File: config.mk
export PLATFORM = sky130hd
export DESIGN_NAME = caesar_vigenere_chain_cipher_core_flat
export DESIGN_NICKNAME = d
export VERILOG_FILES = /design/src/rtl/cvc_pkg.sv /design/src/rtl/cvc_in_if.sv /design/src/rtl/cvc_out_if.sv /design/src/rtl/cvc_cfg_if.sv /design/src/rtl/cvc_shift_sel.sv /design/src/rtl/caesar_vigenere_chain_cipher_core.sv /design/src/flat_wrapper.sv
export SDC_FILE = /design/constraint.sdc
export NUM_CORES = 1
export LEC_CHECK = 0
export BUFFER_PORTS_ARGS = -buffer_cell sky130_fd_sc_hd__buf_2
export CAP_MARGIN = 15
export CORE_MARGIN = 1
export CORE_UTILIZATION = 40
export CTS_CLUSTER_DIAMETER = 120
export DETAILED_ROUTE_END_ITERATION = 10
export GPL_TIMING_DRIVEN = 0
export HOLD_SLACK_MARGIN = 0.03
export PLACE_DENSITY = 0.57
export RECOVER_POWER = 50
export SYNTH_ARGS = -nofsm -noshare
export SYNTH_HDL_FRONTEND = slang
export SYNTH_SLANG_ARGS = --single-unit
File: constraint.sdc
create_clock -name i_clk -period 10.7 [get_ports i_clk]
set_clock_uncertainty 0.15 [all_clocks]
set_input_delay 3.21 -clock i_clk [delete_from_list [all_inputs] [get_ports i_clk]]
set_output_delay 3.21 -clock i_clk [all_outputs]
set_load 0.02 [all_outputs]
File: src/rtl/cvc_pkg.sv
// ----------------------------------------------------------------------------
// cvc_pkg
// Shared types, constants and helper functions of the chained Caesar /
// Vigenere character cipher core.
// ----------------------------------------------------------------------------
package cvc_pkg;

    // key storage
    localparam int MAX_KEY_CHARS = 16;
    localparam int KEY_IDX_W     = $clog2(MAX_KEY_CHARS);
    localparam int KEY_LEN_W     = 5;

    // configuration port
    localparam int CFG_IDX_W  = 3;
    localparam int CFG_DATA_W = 64;

    // register indexes
    localparam logic [CFG_IDX_W-1:0] REG_L1_MODE   = 3'd0;
    localparam logic [CFG_IDX_W-1:0] REG_L1_SHIFT  = 3'd1;
    localparam logic [CFG_IDX_W-1:0] REG_L2_ENABLE = 3'd2;
    localparam logic [CFG_IDX_W-1:0] REG_DECRYPT   = 3'd3;
    localparam logic [CFG_IDX_W-1:0] REG_KEY_LOW   = 3'd4;
    localparam logic [CFG_IDX_W-1:0] REG_KEY_HIGH  = 3'd5;
    localparam logic [CFG_IDX_W-1:0] REG_KEY_LEN   = 3'd6;

    // layer 1 modes
    localparam logic [1:0] L1_OFF   = 2'd0;
    localparam logic [1:0] L1_ROT13 = 2'd1;
    localparam logic [1:0] L1_KEYED = 2'd2;

    // alphabet constants
    localparam logic [7:0] CHAR_LC_A = 8'h61;
    localparam logic [7:0] CHAR_LC_Z = 8'h7A;
    localparam logic [7:0] CHAR_UC_A = 8'h41;
    localparam logic [7:0] CHAR_UC_Z = 8'h5A;
    localparam logic [4:0] ALPHA_LEN = 5'd26;
    localparam logic [4:0] ROT_SHIFT = 5'd13;

    // configuration register set
    typedef struct packed {
        logic [1:0]            l1_mode;
        logic [4:0]            l1_shift;
        logic                  l2_enable;
        logic                  decrypt;
        logic [CFG_DATA_W-1:0] key_low;
        logic [CFG_DATA_W-1:0] key_high;
        logic [KEY_LEN_W-1:0]  key_len;
    } t_cfg;

    // per-character shift decision handed to the datapath
    typedef struct packed {
        logic                 is_letter;
        logic                 is_upper;
        logic [4:0]           offset;
        logic [4:0]           shift;
        logic [KEY_IDX_W-1:0] next_index;
    } t_shift_info;

    // letter class of a byte: {is_letter, is_upper, offset 0..25}
    function automatic logic [6:0] letter_class(input logic [7:0] c);
        logic [7:0] d;
        begin
            d = 8'd0;
            if (c >= CHAR_LC_A && c <= CHAR_LC_Z) begin
                d = c - CHAR_LC_A;
                letter_class = {1'b1, 1'b0, d[4:0]};
            end else if (c >= CHAR_UC_A && c <= CHAR_UC_Z) begin
                d = c - CHAR_UC_A;
                letter_class = {1'b1, 1'b1, d[4:0]};
            end else begin
                letter_class = {2'b00, d[4:0]};
            end
        end
    endfunction

    // reduce a value below 52 into 0..25
    function automatic logic [4:0] mod_alpha(input logic [5:0] v);
        logic [5:0] t;
        begin
            t = v - {1'b0, ALPHA_LEN};
            mod_alpha = (v >= {1'b0, ALPHA_LEN}) ? t[4:0] : v[4:0];
        end
    endfunction

endpackage

File: src/rtl/cvc_in_if.sv
// ----------------------------------------------------------------------------
// cvc_in_if
// Character input channel: valid/ready handshake with message byte and flags.
// ----------------------------------------------------------------------------
interface cvc_in_if;
    logic       valid;
    logic       ready;
    logic [7:0] char_in;
    logic       start_of_message;
    logic       last_in;

    modport source (output valid, output char_in, output start_of_message,
                    output last_in, input ready);
    modport sink   (input valid, input char_in, input start_of_message,
                    input last_in, output ready);
endinterface

File: src/rtl/cvc_out_if.sv
// ----------------------------------------------------------------------------
// cvc_out_if
// Character result channel: valid/ready handshake with transformed byte.
// ----------------------------------------------------------------------------
interface cvc_out_if;
    logic       valid;
    logic       ready;
    logic [7:0] char_out;
    logic       last_out;

    modport source (output valid, output char_out, output last_out, input ready);
    modport sink   (input valid, input char_out, input last_out, output ready);
endinterface

File: src/rtl/cvc_cfg_if.sv
// ----------------------------------------------------------------------------
// cvc_cfg_if
// Configuration write channel: valid/ready handshake with index and data.
// ----------------------------------------------------------------------------
interface cvc_cfg_if;
    logic                          valid;
    logic                          ready;
    logic [cvc_pkg::CFG_IDX_W-1:0]  index;
    logic [cvc_pkg::CFG_DATA_W-1:0] data;

    modport source (output valid, output index, output data, input ready);
    modport sink   (input valid, input index, input data, output ready);
endinterface

File: src/rtl/cvc_shift_sel.sv
// ----------------------------------------------------------------------------
// cvc_shift_sel
// Per-character shift selection: classifies the message byte, looks up the
// key character, forms the combined modulo-26 shift and the next key position.
// ----------------------------------------------------------------------------
module cvc_shift_sel (
    input  logic [7:0]                    i_char,
    input  logic [cvc_pkg::KEY_IDX_W-1:0] i_key_index,
    input  cvc_pkg::t_cfg                 i_cfg,
    output cvc_pkg::t_shift_info          o_info
);
    import cvc_pkg::*;

    logic [6:0]             msg_class;
    logic [6:0]             key_class;
    logic [7:0]             key_byte;
    logic [2*CFG_DATA_W-1:0] key_all;
    logic [4:0]             l1_shift;
    logic [4:0]             sum_shift;
    logic [4:0]             enc_shift;
    logic [4:0]             dec_shift;
    logic [KEY_LEN_W-1:0]   eff_len;
    logic [KEY_LEN_W-1:0]   idx_inc;
    logic [KEY_IDX_W-1:0]   next_index;
    logic                   advance;

    // message and key character classes
    assign msg_class = letter_class(i_char);
    assign key_all   = {i_cfg.key_high, i_cfg.key_low};
    assign key_byte  = key_all[{i_key_index, 3'b000} +: 8];
    assign key_class = letter_class(key_byte);

    // layer 1 shift
    always_comb begin
        case (i_cfg.l1_mode)
            L1_ROT13: l1_shift = ROT_SHIFT;
            L1_KEYED: l1_shift = mod_alpha({1'b0, i_cfg.l1_shift});
            default:  l1_shift = 5'd0;
        endcase
    end

    // layer 2 keyword shift, applied only for letter key characters
    assign advance   = msg_class[6] & i_cfg.l2_enable & key_class[6];
    assign sum_shift = advance ? mod_alpha({1'b0, l1_shift} + {1'b0, key_class[4:0]})
                               : l1_shift;
    assign dec_shift = (sum_shift == 5'd0) ? 5'd0 : (ALPHA_LEN - sum_shift);
    assign enc_shift = i_cfg.decrypt ? dec_shift : sum_shift;

    // key length clamped to 1..MAX_KEY_CHARS, wrap on the last position
    always_comb begin
        if (i_cfg.key_len == '0) begin
            eff_len = KEY_LEN_W'(1);
        end else if (i_cfg.key_len > KEY_LEN_W'(MAX_KEY_CHARS)) begin
            eff_len = KEY_LEN_W'(MAX_KEY_CHARS);
        end else begin
            eff_len = i_cfg.key_len;
        end
    end

    assign idx_inc = {{(KEY_LEN_W-KEY_IDX_W){1'b0}}, i_key_index} + KEY_LEN_W'(1);

    always_comb begin
        if (!advance) begin
            next_index = i_key_index;
        end else if (idx_inc >= eff_len) begin
            next_index = '0;
        end else begin
            next_index = idx_inc[KEY_IDX_W-1:0];
        end
    end

    // is_letter, is_upper, offset, shift, next_index
    assign o_info = {msg_class[6], msg_class[5], msg_class[4:0], enc_shift, next_index};

endmodule

File: src/rtl/caesar_vigenere_chain_cipher_core.sv
// ----------------------------------------------------------------------------
// caesar_vigenere_chain_cipher_core
// Chained ROT13 / keyed Caesar / Vigenere character cipher, one byte per cycle unless stalled.
// ----------------------------------------------------------------------------
// The core takes one character per clock and returns one character per clock,
// in order, via stage 1 and the result register, unless the output stalls. The
// shift and the key position are settled in the accept cycle, so consecutive
// characters stream back to back; the rotation itself is done in the second
// register stage. Letters keep their case and non-letters pass unchanged.
// Configuration writes are taken at any time (ready is always high) but should
// only be issued while no characters are in flight.
module caesar_vigenere_chain_cipher_core (
    input  logic  i_clk,
    input  logic  i_rst_n,
    cvc_in_if.sink    i_in,
    cvc_out_if.source o_out,
    cvc_cfg_if.sink   i_cfg
);
    import cvc_pkg::*;

    // configuration registers
    t_cfg r_cfg;

    // key position
    logic [KEY_IDX_W-1:0] r_key_index;
    logic [KEY_IDX_W-1:0] n_key_index;
    logic [KEY_IDX_W-1:0] cur_index;

    // stage 1 (shift decided)
    logic        r_s1_valid;
    logic        r_s1_letter;
    logic        r_s1_upper;
    logic [4:0]  r_s1_offset;
    logic [4:0]  r_s1_shift;
    logic [7:0]  r_s1_char;
    logic        r_s1_last;

    // result register
    logic        r_out_valid;
    logic [7:0]  r_out_char;
    logic        r_out_last;
    logic [7:0]  n_out_char;

    logic        in_acc;
    logic        s1_ready;
    logic        out_load;
    logic [4:0]  rot;
    t_shift_info shift_info;

    // handshake
    assign out_load  = !r_out_valid || o_out.ready;
    assign s1_ready  = !r_s1_valid || out_load;
    assign i_in.ready = s1_ready;
    assign in_acc    = i_in.valid && s1_ready;
    assign i_cfg.ready = 1'b1;

    // configuration writes
    always_ff @(posedge i_clk) begin
        if (!i_rst_n) begin
            r_cfg.l1_mode   <= L1_OFF;
            r_cfg.l1_shift  <= '0;
            r_cfg.l2_enable <= 1'b0;
            r_cfg.decrypt   <= 1'b0;
            r_cfg.key_low   <= '0;
            r_cfg.key_high  <= '0;
            r_cfg.key_len   <= KEY_LEN_W'(1);
        end else if (i_cfg.valid) begin
            case (i_cfg.index)
                REG_L1_MODE:   r_cfg.l1_mode   <= i_cfg.data[1:0];
                REG_L1_SHIFT:  r_cfg.l1_shift  <= i_cfg.data[4:0];
                REG_L2_ENABLE: r_cfg.l2_enable <= i_cfg.data[0];
                REG_DECRYPT:   r_cfg.decrypt   <= i_cfg.data[0];
                REG_KEY_LOW:   r_cfg.key_low   <= i_cfg.data;
                REG_KEY_HIGH:  r_cfg.key_high  <= i_cfg.data;
                REG_KEY_LEN:   r_cfg.key_len   <= i_cfg.data[KEY_LEN_W-1:0];
                default: ;
            endcase
        end
    end

    // shift selection for the incoming character
    assign cur_index = i_in.start_of_message ? '0 : r_key_index;

    cvc_shift_sel u_shift_sel (
        .i_char      (i_in.char_in),
        .i_key_index (cur_index),
        .i_cfg       (r_cfg),
        .o_info      (shift_info)
    );

    assign n_key_index = in_acc ? shift_info.next_index : r_key_index;

    // control state
    always_ff @(posedge i_clk) begin
        if (!i_rst_n) begin
            r_key_index <= '0;
            r_s1_valid  <= 1'b0;
            r_out_valid <= 1'b0;
        end else begin
            r_key_index <= n_key_index;
            if (s1_ready) begin
                r_s1_valid <= i_in.valid;
            end
            if (out_load) begin
                r_out_valid <= r_s1_valid;
            end
        end
    end

    // stage 1 payload
    always_ff @(posedge i_clk) begin
        if (in_acc) begin
            r_s1_letter <= shift_info.is_letter;
            r_s1_upper  <= shift_info.is_upper;
            r_s1_offset <= shift_info.offset;
            r_s1_shift  <= shift_info.shift;
            r_s1_char   <= i_in.char_in;
            r_s1_last   <= i_in.last_in;
        end
    end

    // rotation within the letter's case
    assign rot = mod_alpha({1'b0, r_s1_offset} + {1'b0, r_s1_shift});

    always_comb begin
        if (r_s1_letter) begin
            n_out_char = (r_s1_upper ? CHAR_UC_A : CHAR_LC_A) + {3'b000, rot};
        end else begin
            n_out_char = r_s1_char;
        end
    end

    // result payload
    always_ff @(posedge i_clk) begin
        if (out_load && r_s1_valid) begin
            r_out_char <= n_out_char;
            r_out_last <= r_s1_last;
        end
    end

    assign o_out.valid    = r_out_valid;
    assign o_out.char_out = r_out_char;
    assign o_out.last_out = r_out_last;

    // an accepted character always lands in stage 1
    a_s1_fill : assert property (@(posedge i_clk) disable iff (!i_rst_n)
        in_acc |=> r_s1_valid)
        else $error("accepted character missing from stage 1");

    // key position never moves with the keyword layer off, outside a start of message
    a_key_hold : assert property (@(posedge i_clk) disable iff (!i_rst_n)
        (in_acc && !r_cfg.l2_enable && !i_in.start_of_message) |=> $stable(r_key_index))
        else $error("key position moved with keyword layer disabled");

    // start of message on a non-letter leaves the position at zero
    a_key_start : assert property (@(posedge i_clk) disable iff (!i_rst_n)
        (in_acc && i_in.start_of_message && !shift_info.is_letter)
            |=> (r_key_index == '0))
        else $error("key position not cleared at start of message");

endmodule
File: src/flat_wrapper.sv
// flat-port wrapper written by rule: the top's interface ports become plain ports
module caesar_vigenere_chain_cipher_core_flat import cvc_pkg::*;
  (i_clk, i_rst_n, i_in_valid, i_in_char_in, i_in_start_of_message, i_in_last_in, i_in_ready, o_out_valid, o_out_char_out, o_out_last_out, o_out_ready, i_cfg_valid, i_cfg_index, i_cfg_data, i_cfg_ready);
  cvc_in_if i_in_i ();
  cvc_out_if o_out_i ();
  cvc_cfg_if i_cfg_i ();
  input  logic i_clk;
  input  logic i_rst_n;
  input wire logic [$bits(i_in_i.valid)-1:0] i_in_valid;
  input wire logic [$bits(i_in_i.char_in)-1:0] i_in_char_in;
  input wire logic [$bits(i_in_i.start_of_message)-1:0] i_in_start_of_message;
  input wire logic [$bits(i_in_i.last_in)-1:0] i_in_last_in;
  output wire logic [$bits(i_in_i.ready)-1:0] i_in_ready;
  output wire logic [$bits(o_out_i.valid)-1:0] o_out_valid;
  output wire logic [$bits(o_out_i.char_out)-1:0] o_out_char_out;
  output wire logic [$bits(o_out_i.last_out)-1:0] o_out_last_out;
  input wire logic [$bits(o_out_i.ready)-1:0] o_out_ready;
  input wire logic [$bits(i_cfg_i.valid)-1:0] i_cfg_valid;
  input wire logic [$bits(i_cfg_i.index)-1:0] i_cfg_index;
  input wire logic [$bits(i_cfg_i.data)-1:0] i_cfg_data;
  output wire logic [$bits(i_cfg_i.ready)-1:0] i_cfg_ready;
  assign i_in_i.valid = i_in_valid;
  assign i_in_i.char_in = i_in_char_in;
  assign i_in_i.start_of_message = i_in_start_of_message;
  assign i_in_i.last_in = i_in_last_in;
  assign i_in_ready = i_in_i.ready;
  assign o_out_valid = o_out_i.valid;
  assign o_out_char_out = o_out_i.char_out;
  assign o_out_last_out = o_out_i.last_out;
  assign o_out_i.ready = o_out_ready;
  assign i_cfg_i.valid = i_cfg_valid;
  assign i_cfg_i.index = i_cfg_index;
  assign i_cfg_i.data = i_cfg_data;
  assign i_cfg_ready = i_cfg_i.ready;
  caesar_vigenere_chain_cipher_core u_core (.i_clk(i_clk), .i_rst_n(i_rst_n), .i_in(i_in_i), .o_out(o_out_i), .i_cfg(i_cfg_i));
endmodule
======== After elaboration in Yosys (flattened, before gate mapping) ========
Cells that the tools add are included.
operators by class
  muxes and demuxes ....................... 18
  bitwise gates (word level) .............. 2
  add/subtract/negate cells ............... 12
  order comparisons ....................... 13
  shift operators ......................... 1
  reduce and logical (&&, ||, !) cells .... 20
  equal/unequal tests ..................... 8
operators by type and width
  kind                   count
  $shiftx A128 B8 Y8     1
  $mux W5                8
  $ge A8 B7 Y1 const B   4
  $le A8 B7 Y1 const B   4
  $mux W7                4
  $sub A5 B1 Y5 const B  4
  $sub A5 B5 Y5 const B  3
  $reduce_and A2 Y1      7
  $add A5 B5 Y6          2
  $ge A6 B5 Y1 const B   2
  $mux W4                3
  $logic_not A5 Y1       2
  $pmux W5 S2            1
  $eq A3 B3 Y1 const B   3
  $add A8 B5 Y8          1
  $mux W8                1
  $eq A3 B2 Y1 const B   2
  $logic_and A1 B1 Y1    6
  $mux W6                1
  $add A4 B1 Y5 const B  1
  $ge A5 B5 Y1           1
  $ge A5 B5 Y1 const B   1
  $gt A5 B5 Y1 const B   1
  $sub A5 B5 Y5 const A  1
  other kinds (7)        10
storage, ports and cells
  bits of input ports ..................... 82
  register bits after elaboration ......... 178
  word-level logic and storage cells ...... 92
  output and inout port bits .............. 12

======== Depth between registers and ports, before layout ========
Gate-level depths: netlist of run 1.
  depth in word-level cells ............... 13
  gate-level depth with buffers ........... 29
  mapped depth without buffers ............ 26

======== Cells and area by module ========
Synthesis of run 1 repeated with hierarchy kept, for this count alone.
unflattened totals
  cells, all modules ...................... 1026
  area total of the unflattened synthesis .. 9263.9 sq um
modules (own cells, without submodules)
  module                             instances  cells an instance  area an instance (sq um)  sequential area each (sq um)
  caesar_vigenere_chain_cipher_core  1          760                7020.5                    3863.7
  cvc_shift_sel                      1          266                2243.4                    0.0

======== Least setup slack after synthesis of run 1 ========
Ideal clock, no wire load.
  path type ............................... input to register
  from .................................... input port i_in_start_of_message
  to ...................................... register u_core.r_s1_shift[1] (data pin)
  buffers on the path ..................... 1
  path slack .............................. 1687 ps
  setup time .............................. 267 ps
  stages .................................. 25
  required time ........................... 10283 ps
  arrival ................................. 8596 ps
  cells stage by stage .................... buf_2 > or2_1 > mux4_2 > a22oi_1 > o21ai_0 > inv_1 > ha_1 > inv_1 > a211o_1 > or4_4 > and2_1 > nand2_1 > nor2_1 > ha_1 > fa_1 > xnor2_1 > nand2_1 > and3b_1 > a211oi_1 > xnor2_1 > mux2i_1 > ha_1 > or4b_2 > o21ai_1 > o22ai_1
RTL lines
  what                  RTL line                                  text
  from (decl)           flat_wrapper.sv:11                        input wire logic [$bits(i_in_i.start_of_message)-1:0] i_in_start_of_message;
  to (signal assigned)  caesar_vigenere_chain_cipher_core.sv:116  r_s1_shift <= shift_info.shift;
  to (decl)             caesar_vigenere_chain_cipher_core.sv:34   logic [4:0] r_s1_shift;

==> results.md, run 1 <==
* Largest net degree at the start of global routing at 25
* Logic pwr share at 0.088
* Routed via count at between 7000 and 8000
* Max FO, Critical Path at 10
* Vias/cell at approximately 5.3
* Hold endpoint: u_core.o_out.last_out
* Leakage at slightly below 4 nW
* Area of the multi-input gates at ~4700 sq um
* Flops & latches, synth at around 180
* Nets at between 1000 and 1500
* Status: finished, violations left
* Initial detailed-routing violation count at about 430
* Crit path kind: input port to register
* Top FF cell, synth: dfxtp_1
* CTS clk-pin slew, worst paths at roughly 0.070 ns
* CTS Sinks at about 180
* Cts bufs inserted at 17
* Min Tclk post-route at 9.581 ns
* Area Growth Syn to Fin at 15.49%
* Netlist cell types at 69
* P_int at 0.001097 W
* RSZ-0062 raised after global routing: false
* Max Cap Violations at 0
* Crit. End Element: register
* First-pass GRT wire length at 42.25 mm
* Core area at around 22000 sq um
* Clk Latency, worst-skew pair at 0.44 ns
* Die Ht at 152.2 um
* Hold path startpoint: u_core.r_s1_last
* Least-Margin Pin Slew at around 0.95 ns
* Antenna violations before repair at 0
* NetSw at 0.0003953 W
* Pwr/cell area at around 140 nW/um^2
* Syn_nets at about 1200
* Worst Setup Start Kind: input port
* CTS tree: built
* TritonRoute pass-1 iters at 8
* # rows at 54
* Register area at 3864 sq um
* Part of the power in registers at 0.476
* Fillers at 2229
* Setup_tns at 0 ns
* IO Pins at 94
* Slew HR at 0.3684
* Die Area at approximately 23000 sq um
* Violated checks: DRC
* Vias in the first global route at just under 8000
* Clock Path Buffers at 2
* Clk root buf: clkbuf_16
* R2R setup slack at between 3 and 4 ns
* Total congestion overflow at 0
* Tcrit/Tclk final at 0.8954
* IR Drop Worst-Case VDD at just under 0.00008 V
* Mapped Cells at approximately 1100
* Routed Antenna Nets at 0
* Worst Hold Class: register to register
* F_max at 104.4 MHz
* Final Hold Fails at 0
* Effective utilization at floorplan at 0.4111
* Die W at around 150 um
* Share of cells above drive strength 1 at 0.1267
* Synth async-reset ratio at 0
* Final HPWL DP at 19.77 mm
* Worst Path Arrival at a little under 10 ns
* Most frequent cells in the layout: 286 x nand2_1, 160 x a21oi_1, 148 x dfxtp_1
* Final core utilization at 0.4748
* Overall routing resource usage at 0.2357
* Final wirelength at roughly 27 mm
* Mean Syn Cell Area at between 8 and 9 sq um
* EDFF count, synth at 30
* Worst EP required at about 11 ns
* Post-Syn Area at 9027 sq um
* Post-CTS setup buffers at 0
* Gpl congestion at just over 0.9
* # DRC at 3
* H-tree levels at 4
* RR Startpoint: u_core.r_key_index[0]
* ANT cells at 0
* Sequential area share after synthesis at 0.4280
* Sw Share at 0.2650
* Setup-failing EPs final at 0
* Clock power share at 0.436
* Worst Hold Depth at 0
* # resized after CTS at 0
* Yosys warning total at 0
* Routed len/inst at approximately 18 um
* Slew Limit Fails at 0
* DP Cell Count at roughly 1400
* Reg2reg end: u_core.r_s1_shift[1]
* # port buffers at ~90
* Cts hold-fix bufs at 0
* Worst-case reg-to-reg path depth at 27
* Most common cell after layout, fill and taps aside: nand2_1
* Non-filler cells in the finished layout at ~1500
[cell type report]
cell class / instances / area share
Inverter: 32 / 0.01152
Sequential cell: 178 / 0.3706
Multi-Input combinational cell: 794 / 0.4543
Buffer: 65 / 0.02940
Clock buffer: 19 / 0.04344
Clock inverter: 13 / 0.01572
Tap cell: 280 / 0.03360
Timing Repair Buffer: 91 / 0.04140
[cells by family after synthesis]
logic type	after synthesis	synth area share
DFF	178	0.4280
and+or+nand+nor	438	0.2140
muxes	59	0.08413
xor gates and xnor gates	21	0.02037
buffers and inverters	97	0.04726
AOI/OAI and AO/OA	242	0.1584
other	1	0.0004154
adders and majority gates	33	0.04740
[power groups by stage]
stage          clock, W  sequential, W  combinational [W]
3_5_place_dp          0       0.000726           0.000132
3_3_place_gp          0       0.000726           0.000130
4_1_cts        0.000662       0.000710           0.000132
2_1_floorplan         0       0.000725          0.0000791
6_report       0.000650       0.000711           0.000131
5_1_grt        0.000683       0.000712           0.000146
[per-layer routing]
metal | global-route usage | vias up | part of all wire
met1 | 0.3119 | 3662 | 0.47
met4 | 0.1050 | 0 | 0.031
li1 | - | 3907 | -
met5 | 0 | - | 0
met2 | 0.3794 | 205 | 0.46
met3 | 0.03783 | 50 | 0.043
[synthesized netlist by cell type, types with 5 or more instances]
master	count	area share
a21o_1	7	0.0058
a21oi_1	160	0.089
a22oi_1	5	0.0042
and3b_1	5	0.0049
buf_2	5	0.0028
buf_4	5	0.0042
buf_6	5	0.0062
clkbuf_1	46	0.019
dfxtp_1	148	0.33
edfxtp_1	30	0.10
ha_1	31	0.043
inv_1	32	0.013
mux2_2	11	0.014
mux2i_1	35	0.039
mux4_2	12	0.030
nand2_1	286	0.12
nand2b_1	11	0.0076
nand3_1	8	0.0044
nand3b_1	5	0.0042
nor2_1	60	0.025
nor2b_1	12	0.0083
nor3_1	13	0.0072
nor3b_1	13	0.011
o211ai_1	6	0.0050
o21ai_0	14	0.0078
o22ai_1	6	0.0042
xnor2_1	16	0.016
xor2_1	5	0.0049
[how the worst max path moves through the flow]
stage                                     start              endpoint  slack, ns  depth (start not counted)
final                     i_in_start_of_message  u_core.r_s1_shift[1]       1.12                         26
after global routing      i_in_start_of_message  u_core.r_s1_shift[1]       0.75                         26
after CTS                 i_in_start_of_message  u_core.r_s1_shift[1]       1.19                         26
after detailed placement  i_in_start_of_message  u_core.r_s1_shift[1]       0.73                         26
after global placement    i_in_start_of_message  u_core.r_s1_shift[1]       0.75                         26
after floorplan           i_in_start_of_message  u_core.r_s1_shift[1]       1.69                         25
[sequential cells by signal, indices dropped and copies added (netlist names), 4 cells and up]
register,cells
u_core.r_s1_offset,5
u_core.r_s1_char,8
u_core.o_out.char_out,8
u_core.r_cfg,142
u_core.r_key_index,4
u_core.r_s1_shift,5
[critical path: stages]
cell and delay, ns:
buf_2 0.15, clkbuf_1 0.41, clkbuf_1 0.58, a311oi_1 0.13, a22oi_1 0.26, nor2_1 0.14, inv_1 0.11, ha_1 0.14
inv_1 0.05, a211o_1 0.27, or4_4 0.44, and2_1 0.19, nand2_1 0.12, nor2_1 0.07, ha_1 0.23, fa_1 0.41
xnor2_1 0.29, nand2_1 0.08, and3b_1 0.20, a211oi_1 0.51, xnor2_1 0.15, mux2i_1 0.25, ha_1 0.24, or4b_2 0.61
o21ai_1 0.23, o22ai_1 0.13
[per-stage QoR]
step	hold slack [ns]	total power [W]	worst slack [ns]	instance area [sq um]
floorplan	0.2503	0.0008040	1.687	9027
global placement	0.2591	0.0008558	0.7505	9833
detailed placement	0.2646	0.0008578	0.7315	9833
CTS	0.2829	0.001505	1.186	10450
global route	0.2951	0.001542	0.7509	10430
finish	0.2807	0.001492	1.119	10430
Power figures use the tool's default switching activity.
==> run 2: changes to the inputs <==
==> constraint.sdc (replaced) <==
create_clock -name i_clk -period 9 [get_ports i_clk]
set_clock_uncertainty 0.15 [all_clocks]
set_input_delay 2.7 -clock i_clk [delete_from_list [all_inputs] [get_ports i_clk]]
set_output_delay 2.7 -clock i_clk [all_outputs]
set_load 0.02 [all_outputs]
==> run 2 against run 1 <==
  * The flow still finishes with violations (DRC)
  * Flip-flop and latch count stayed put
  * First-iteration DRC count is 5.5% lower
  * Die area stayed put
  * Clock power is 19% higher
  * Non-clock buffer count is 1 higher
  * Clock-buffer cell count stayed put
  * Via count is 0.10% higher
  * Sequential share of layout area is 0.084 points lower
  * Hold slack hardly changed
  * Largest power group unchanged
  * Combinational power is 19% higher
  * Cell count hardly changed
  * Power is 19% higher
==> results.md, run 2 (synthesis gave the netlist of run 1 again) <==
* Status: finished, violations left
* CTS clk-pin slew, worst paths at 0.07 ns (about the same)
* Least-Margin Pin Slew at 0.9453 ns (-0.00008863 ns)
* Routed via count at 7832 (+0.10%)
* Clk root buf: clkbuf_16
* Slew Limit Fails at 0 (unchanged)
* Final HPWL DP at 19.77 mm (unchanged)
* Setup-failing EPs final at 0 (unchanged)
* Tcrit/Tclk final at 0.9598
* First-pass GRT wire length at 42.25 mm (unchanged)
* Max Cap Violations at 0 (unchanged)
* Vias in the first global route at 7712 (unchanged)
* Cts bufs inserted at 17 (unchanged)
* Pwr/cell area at 169.8 nW/um^2 (+19%)
* Leakage at 3.903 nW (+0.30%)
* Worst path max stage delay at 0.61 ns (about the same)
* Effective utilization at floorplan at 0.4111 (unchanged)
* Crit path kind: input port to register
* RSZ-0062 raised after global routing: false
* # rows at 54 (unchanged)
* Clk Latency, worst-skew pair at 0.44 ns (about the same)
* CTS Sinks at 178 (unchanged)
* Initial detailed-routing violation count at 409 (-5.5%)
* TritonRoute pass-1 iters at 7 (-1)
* Fillers at 2234 (+0.22%)
* Share of cells above drive strength 1 at 0.1299 (+0.003247)
* Die Area at 23170 sq um (unchanged)
* Most common cell after layout, fill and taps aside: nand2_1
* Worst Path Arrival at 8.66 ns (-0.95 ns)
* Worst Hold Class: register to register
* Crit. End Element: register
* Die Ht at 152.2 um (unchanged)
* Routed Antenna Nets at 0 (unchanged)
* Gpl congestion at 0.9072 (unchanged)
* CP most frequent cell: ha_1
* Nets at 1295 (+0.077%)
* Min Tclk post-route at between 8 and 9 ns
* F_max at ~120 MHz
* Largest net degree at the start of global routing at 25 (unchanged)
* Antenna violations before repair at 0 (unchanged)
* Final wirelength at 26.47 mm (-0.14%)
* Final Hold Fails at 0 (unchanged)
* Vias/cell at 5.317 (about the same)
* IR Drop Worst-Case VDD at 0.00009203 V (+19%)
* Area Growth Syn to Fin at 15.76%
* # port buffers at 91 (unchanged)
* Total congestion overflow at 0 (unchanged)
* Routed len/inst at 17.97 um (-0.21%)
* Final core utilization at 0.4759 (+0.001082)
* H-tree levels at 4 (unchanged)
* Most frequent cells in the layout: 286 x nand2_1, 160 x a21oi_1, 148 x dfxtp_1
* Hold Worst Slack at 0.2807 ns (-0.000003000 ns)
* ANT cells at 0 (unchanged)
* Die W at 152.2 um (unchanged)
* IO Pins at 94 (unchanged)
* Overall routing resource usage at 0.2357 (unchanged)
* Slowest-stage cell, CP: or4b_2
* Worst EP required at 9.02 ns (-1.71 ns)
* Slew HR at 0.3685 (about the same)
* Clock Path Buffers at 2 (unchanged)
* # DRC at 3 (unchanged)
* Core area at 21960 sq um (unchanged)
* Worst Setup Start Kind: input port
* Max reg flops at 142 (unchanged)
* Max FO, Critical Path at 10 (unchanged)
* Violated checks: DRC
* R2R setup slack at 2.21 ns (-1.32 ns)
* Cts hold-fix bufs at 0 (unchanged)
* Largest Register: u_core.r_cfg
* CTS tree: built
run 2: cell type report:
cell class	count	area, sq um	share of cell area
multi-input cells	794	4752	0.4547
plain buffers	65	307.8	0.02945
clock buffers	19	452.9	0.04334
inverters	32	120.1	0.01149
flip-flops and latches	178	3864	0.3697
clock inverters	13	163.9	0.01568
well taps	280	350.3	0.03352
repair buffers	92	439.2	0.04203
run 2: final timing paths:
check | cells past startpoint | endpoint | start
hold / removal | 0 | u_core.o_out.last_out | u_core.r_s1_last
setup / recovery | 26 | u_core.r_s1_shift[1] | i_in_start_of_message
hold reg to reg | 0 | u_core.o_out.last_out | u_core.r_s1_last
setup reg to reg | 27 | u_core.r_s1_shift[1] | u_core.r_key_index[0]
run 2: what timing repair did:
item                                    in CTS  in global routing
resized for setup                            1                  4
endpoints found under the setup margin       1                  5
pin swaps                                    0                  0
buffers inserted                             0                  1
run 2: power by group:
| part | total, W | switching, W | internal (W) | leakage (nW) |
|---|---|---|---|---|
| Sequential | 0.000845 | 0.0000125 | 0.000832 | 1.49 |
| Combinational | 0.000156 | 0.0000965 | 0.0000591 | 2.11 |
| Clock | 0.000774 | 0.000361 | 0.000412 | 0.299 |
| Total | 0.00177 | 0.000470 | 0.00130 | 3.90 |
run 2: critical path: cells and delay by family:
| kind | cells | cell delay (ns) |
|---|---|---|
| compound gates | 6 | 1.30 |
| xor+xnor | 2 | 0.41 |
| fa+ha+maj | 4 | 1.00 |
| buf+inv | 4 | 0.58 |
| mux | 2 | 0.65 |
| simple gates | 8 | 2.01 |
run 2: per-stage QoR:
step                total power (W)  worst slack, ns  std cells  cell area, sq um  TNS [ns]
CTS                        0.001789          0.05903       1472             10450         0
detailed placement         0.001020          -0.4585       1440              9833    -1.748
global placement           0.001017          -0.4395       1440              9833    -1.616
global route               0.001834          0.03512       1473             10450         0
finish                     0.001774           0.3614       1473             10450         0
floorplan                 0.0009559           0.4969       1069              9027         0
run 2: layer usage:
layer / vias to the layer above / global-route usage / wire, um
met5: - / 0 / 0
met4: 0 / 0.1050 / 831
met3: 52 / 0.03783 / 1177
met2: 203 / 0.3794 / 12120
met1: 3665 / 0.3119 / 12350
li1: 3912 / - / -
==> run 3: changes to the inputs <==
--- a/config.mk
+++ b/config.mk
@@ -9,6 +9,7 @@
 export CAP_MARGIN = 15
 export CORE_MARGIN = 1
 export CORE_UTILIZATION = 40
+export CTS_BUF_LIST = sky130_fd_sc_hd__clkbuf_2
 export CTS_CLUSTER_DIAMETER = 120
 export DETAILED_ROUTE_END_ITERATION = 10
 export GPL_TIMING_DRIVEN = 0
@@ -17,4 +18,5 @@
 export RECOVER_POWER = 50
 export SYNTH_ARGS = -nofsm -noshare
 export SYNTH_HDL_FRONTEND = slang
+export SYNTH_HIERARCHICAL = 1
 export SYNTH_SLANG_ARGS = --single-unit
==> run 3 against run 2 <==
  * The run now ends clean
  * Flip-flop and latch count unchanged
  * Final area shrank 1.1%
  * Critical path depth increased by 1
  * Critical path type unchanged
  * Utilization fell by 2.1 points
  * Via count fell by 3.1%
==> results.md, run 3 <==
* Most common cell after layout, fill and taps aside: nand2_1
* Max Cap Violations at 0 (unchanged)
* Overall routing resource usage at 0.2202 (-0.01550)
* Share of cells above drive strength 1 at 0.1466 (+0.01667)
* TritonRoute pass-1 iters at 5 (-2)
* R2R setup slack at 2.21 ns (about the same)
* Yosys warning total at 6 (+6)
* CTS clk-pin slew, worst paths at 0.30 ns (+0.23 ns)
* Gpl congestion at 0.8396 (-7.5%)
* Crit path kind: input port to register
* CTS Sinks at 178 (unchanged)
* Nets at 1249 (-3.6%)
* Slew HR at 0.2218 (-0.1466)
* EDFF count, synth at 30 (unchanged)
* Die W at 154.2 um (+1.3%)
* Leakage at 3.748 nW (-4.0%)
* Die Area at 23770 sq um (+2.6%)
* Top FF cell, synth: dfxtp_1
* Tcrit/Tclk final at 0.9480 (-0.01188)
* Reg2reg end: u_core/r_s1_shift[4]
* Least-Margin Pin Slew at 1.163 ns (+0.2177 ns)
* Dpl ws at -0.8991 ns (-0.4406 ns)
* Clk Latency, worst-skew pair at 0.75 ns (+0.31 ns)
* Synth async-reset ratio at 0 (unchanged)
* CTS tree: built
* Post-CTS setup buffers at 0 (unchanged)
* Worst Setup Start Kind: input port
* Worst Hold Class: register to register
* Slew Limit Fails at 0 (unchanged)
* Routed Antenna Nets at 0 (unchanged)
* Setup_tns at 0 ns (unchanged)
* Status: complete, no violations
* Syn_nets at 1141 (-3.6%)
* Setup-failing EPs final at 0 (unchanged)
* Cts bufs inserted at 17 (unchanged)
* H-tree levels at 4 (unchanged)
* F_max at 117.2 MHz (+1.3%)
* Routed via count at 7590 (-3.1%)
* Effective utilization at floorplan at 0.4079 (-0.003177)
* Total congestion overflow at 0 (unchanged)
* Flops & latches, synth at 178 (unchanged)
* Critical path endpoint: u_core/r_s1_shift[4]
* Mean Syn Cell Area at 9.029 sq um (+6.9%)
* Final wirelength at 25.38 mm (-4.1%)
* # rows at 55 (+1.9%)
* Netlist cell types at 72 (+4.3%)
* Sequential area share after synthesis at 0.4171 (-0.01093)
* Post-synth top area share at 0.3198 (-0.008378)
* Largest net degree at the start of global routing at 26 (+4.0%)
* # port buffers at 90 (-1.1%)
* RSZ-0062 raised after global routing: false
* Vias/cell at 5.300 (-0.32%)
* Setup slack after layout at 0.4683 ns (+0.1069 ns)
* Final Power at 0.001461 W (-18%)
* Min Tclk post-route at 8.532 ns (-0.1069 ns)
* IO Pins at 94 (unchanged)
* Routed len/inst at 17.72 um (-1.4%)
* Initial detailed-routing violation count at 461 (+13%)
* Worst-case reg-to-reg path depth at 26 (-3.7%)
* Core area at 22710 sq um (+3.4%)
* Area Growth Syn to Fin at 11.51%
* Final Hold Fails at 0 (unchanged)
* Pwr/cell area at 141.5 nW/um^2 (-17%)
* Synth area leaders: dfxtp_1 32%, nand2_1 12%, edfxtp_1 9.7%
* Worst EP required at 9.37 ns (+0.35 ns)
* IR Drop Worst-Case VDD at 0.00008686 V (-5.6%)
* Worst Path Arrival at 8.90 ns (+0.24 ns)
* Die Ht at 154.2 um (+1.3%)
* Most frequent cell after synthesis: nand2_1
* Synth area leader: dfxtp_1
* Most frequent cells in the layout: 292 x nand2_1, 148 x dfxtp_1, 118 x a21boi_0
* Clock Path Buffers at 2 (unchanged)
* Crit. End Element: register
* Setup crit start: i_in_start_of_message
* Synth cell count leaders: 292 x nand2_1, 148 x dfxtp_1, 117 x a21boi_0, 47 x clkbuf_1, 44 x nor2_1
* RR Startpoint: u_core/r_key_index[1]
* Clk root buf: clkbuf_2
* Max reg flops at 142 (unchanged)
* First-pass GRT wire length at 40.16 mm (-4.9%)
* Vias in the first global route at 7174 (-7.0%)
* Final HPWL DP at 18.72 mm (-5.3%)
* # DRC at 0 (-3)
* Max FO, Critical Path at 19 (+9)
* Mapped Cells at 1026 (-4.0%)
* Antenna violations before repair at 1 (+1)
* Largest Register: u_core/r_cfg
* Post-Syn Area at 9264 sq um (+2.6%)
[run 3: cell count changes after synthesis, sizes merged, moves of 7 or more]
cell    delta
a21oi    -136
a21boi   +134
nor2      -16
nor2b     +16
mux4      +14
mux2i      -9
nor3b      -9
mux2       -7
[run 3: worst min-delay path by stage]
| stage | to | slack (ns) | start | cells past startpoint |
|---|---|---|---|---|
| after floorplan | u_core/o_out.last_out | 0.25 | u_core/r_s1_last | 0 |
| after global placement | u_core/o_out.last_out | 0.26 | u_core/r_s1_last | 0 |
| after detailed placement | u_core/o_out.last_out | 0.26 | u_core/r_s1_last | 0 |
| after CTS | u_core/o_out.last_out | 0.32 | u_core/r_s1_last | 0 |
| after global routing | u_core/o_out.last_out | 0.32 | u_core/r_s1_last | 0 |
| final | u_core/o_out.last_out | 0.31 | u_core/r_s1_last | 0 |
[run 3: worst max-delay path, cell delays in order]
cell	delay, ns
buf_2	0.14
nor2b_1	0.18
clkbuf_1	0.48
buf_4	0.41
mux4_2	0.39
mux4_2	0.54
inv_1	0.10
ha_1	0.21
nand2b_1	0.06
or4_1	0.39
and3_4	0.20
nand2_1	0.12
nor2_1	0.07
ha_1	0.23
fa_1	0.44
a21o_1	0.19
a21oi_1	0.17
xnor2_1	0.11
a311o_1	0.36
xnor2_1	0.20
mux2i_1	0.22
ha_1	0.25
inv_1	0.05
a41oi_1	0.19
o31ai_1	0.11
o2bb2ai_1	0.13
a32o_1	0.25
[run 3: kinds of logic (layout without fill, tap and decap cells)]
family,count (synthesis),after routing,synth area share
simple gates,418,418,0.1931
buf+inv,90,210,0.04241
fa+ha+maj,33,33,0.04619
xor+xnor,19,19,0.01796
compound gates,230,230,0.1813
other cells,1,2,0.0004048
mux,57,57,0.1016
flops,178,178,0.4171
[run 3: through the flow]
| step | area [sq um] | hold WS, ns | utilization | instances |
|---|---|---|---|---|
| floorplan | 9264 | 0.2503 | - | 1026 |
| global placement | 10070 | 0.2559 | 0.4435 | 1401 |
| detailed placement | 10090 | 0.2638 | 0.4442 | 1402 |
| CTS | 10330 | 0.3163 | 0.4550 | 1432 |
| global route | 10330 | 0.3154 | 0.4549 | 1432 |
| finish | 10330 | 0.3137 | 0.4549 | 1432 |
[run 3: area by class of cell]
cell class	count	area [sq um]
diodes	1	2.502
clock buffers	17	85.08
fillers	2320	12380
flip-flops and latches	178	3864
multi-input cells	758	5020
well taps	285	356.6
repair buffers	91	452.9
plain buffers	58	271.5
inverters	30	112.6
clock inverters	14	165.2
[run 3: timing repair]
item	in CTS	in global routing
gates resized for setup	0	1
hold buffers	0	0
setup endpoints to repair	1	1
[run 3: power by group]
group / internal, W / total (W) / leakage, nW / switching [W]
clock network: 0.000116 / 0.000438 / 0.149 / 0.000322
logic: 0.0000711 / 0.000176 / 2.11 / 0.000105
registers: 0.000836 / 0.000847 / 1.49 / 0.0000113
total: 0.00102 / 0.00146 / 3.75 / 0.000438
[run 3: metal layers]
| layer | vias to the layer above | routed length [um] | global-route usage |
|---|---|---|---|
| met5 | - | 0 | 0 |
| met4 | 0 | 504 | 0.06714 |
| met3 | 35 | 998 | 0.03306 |
| met2 | 168 | 11760 | 0.3623 |
| met1 | 3620 | 12110 | 0.2982 |
| li1 | 3767 | - | - |
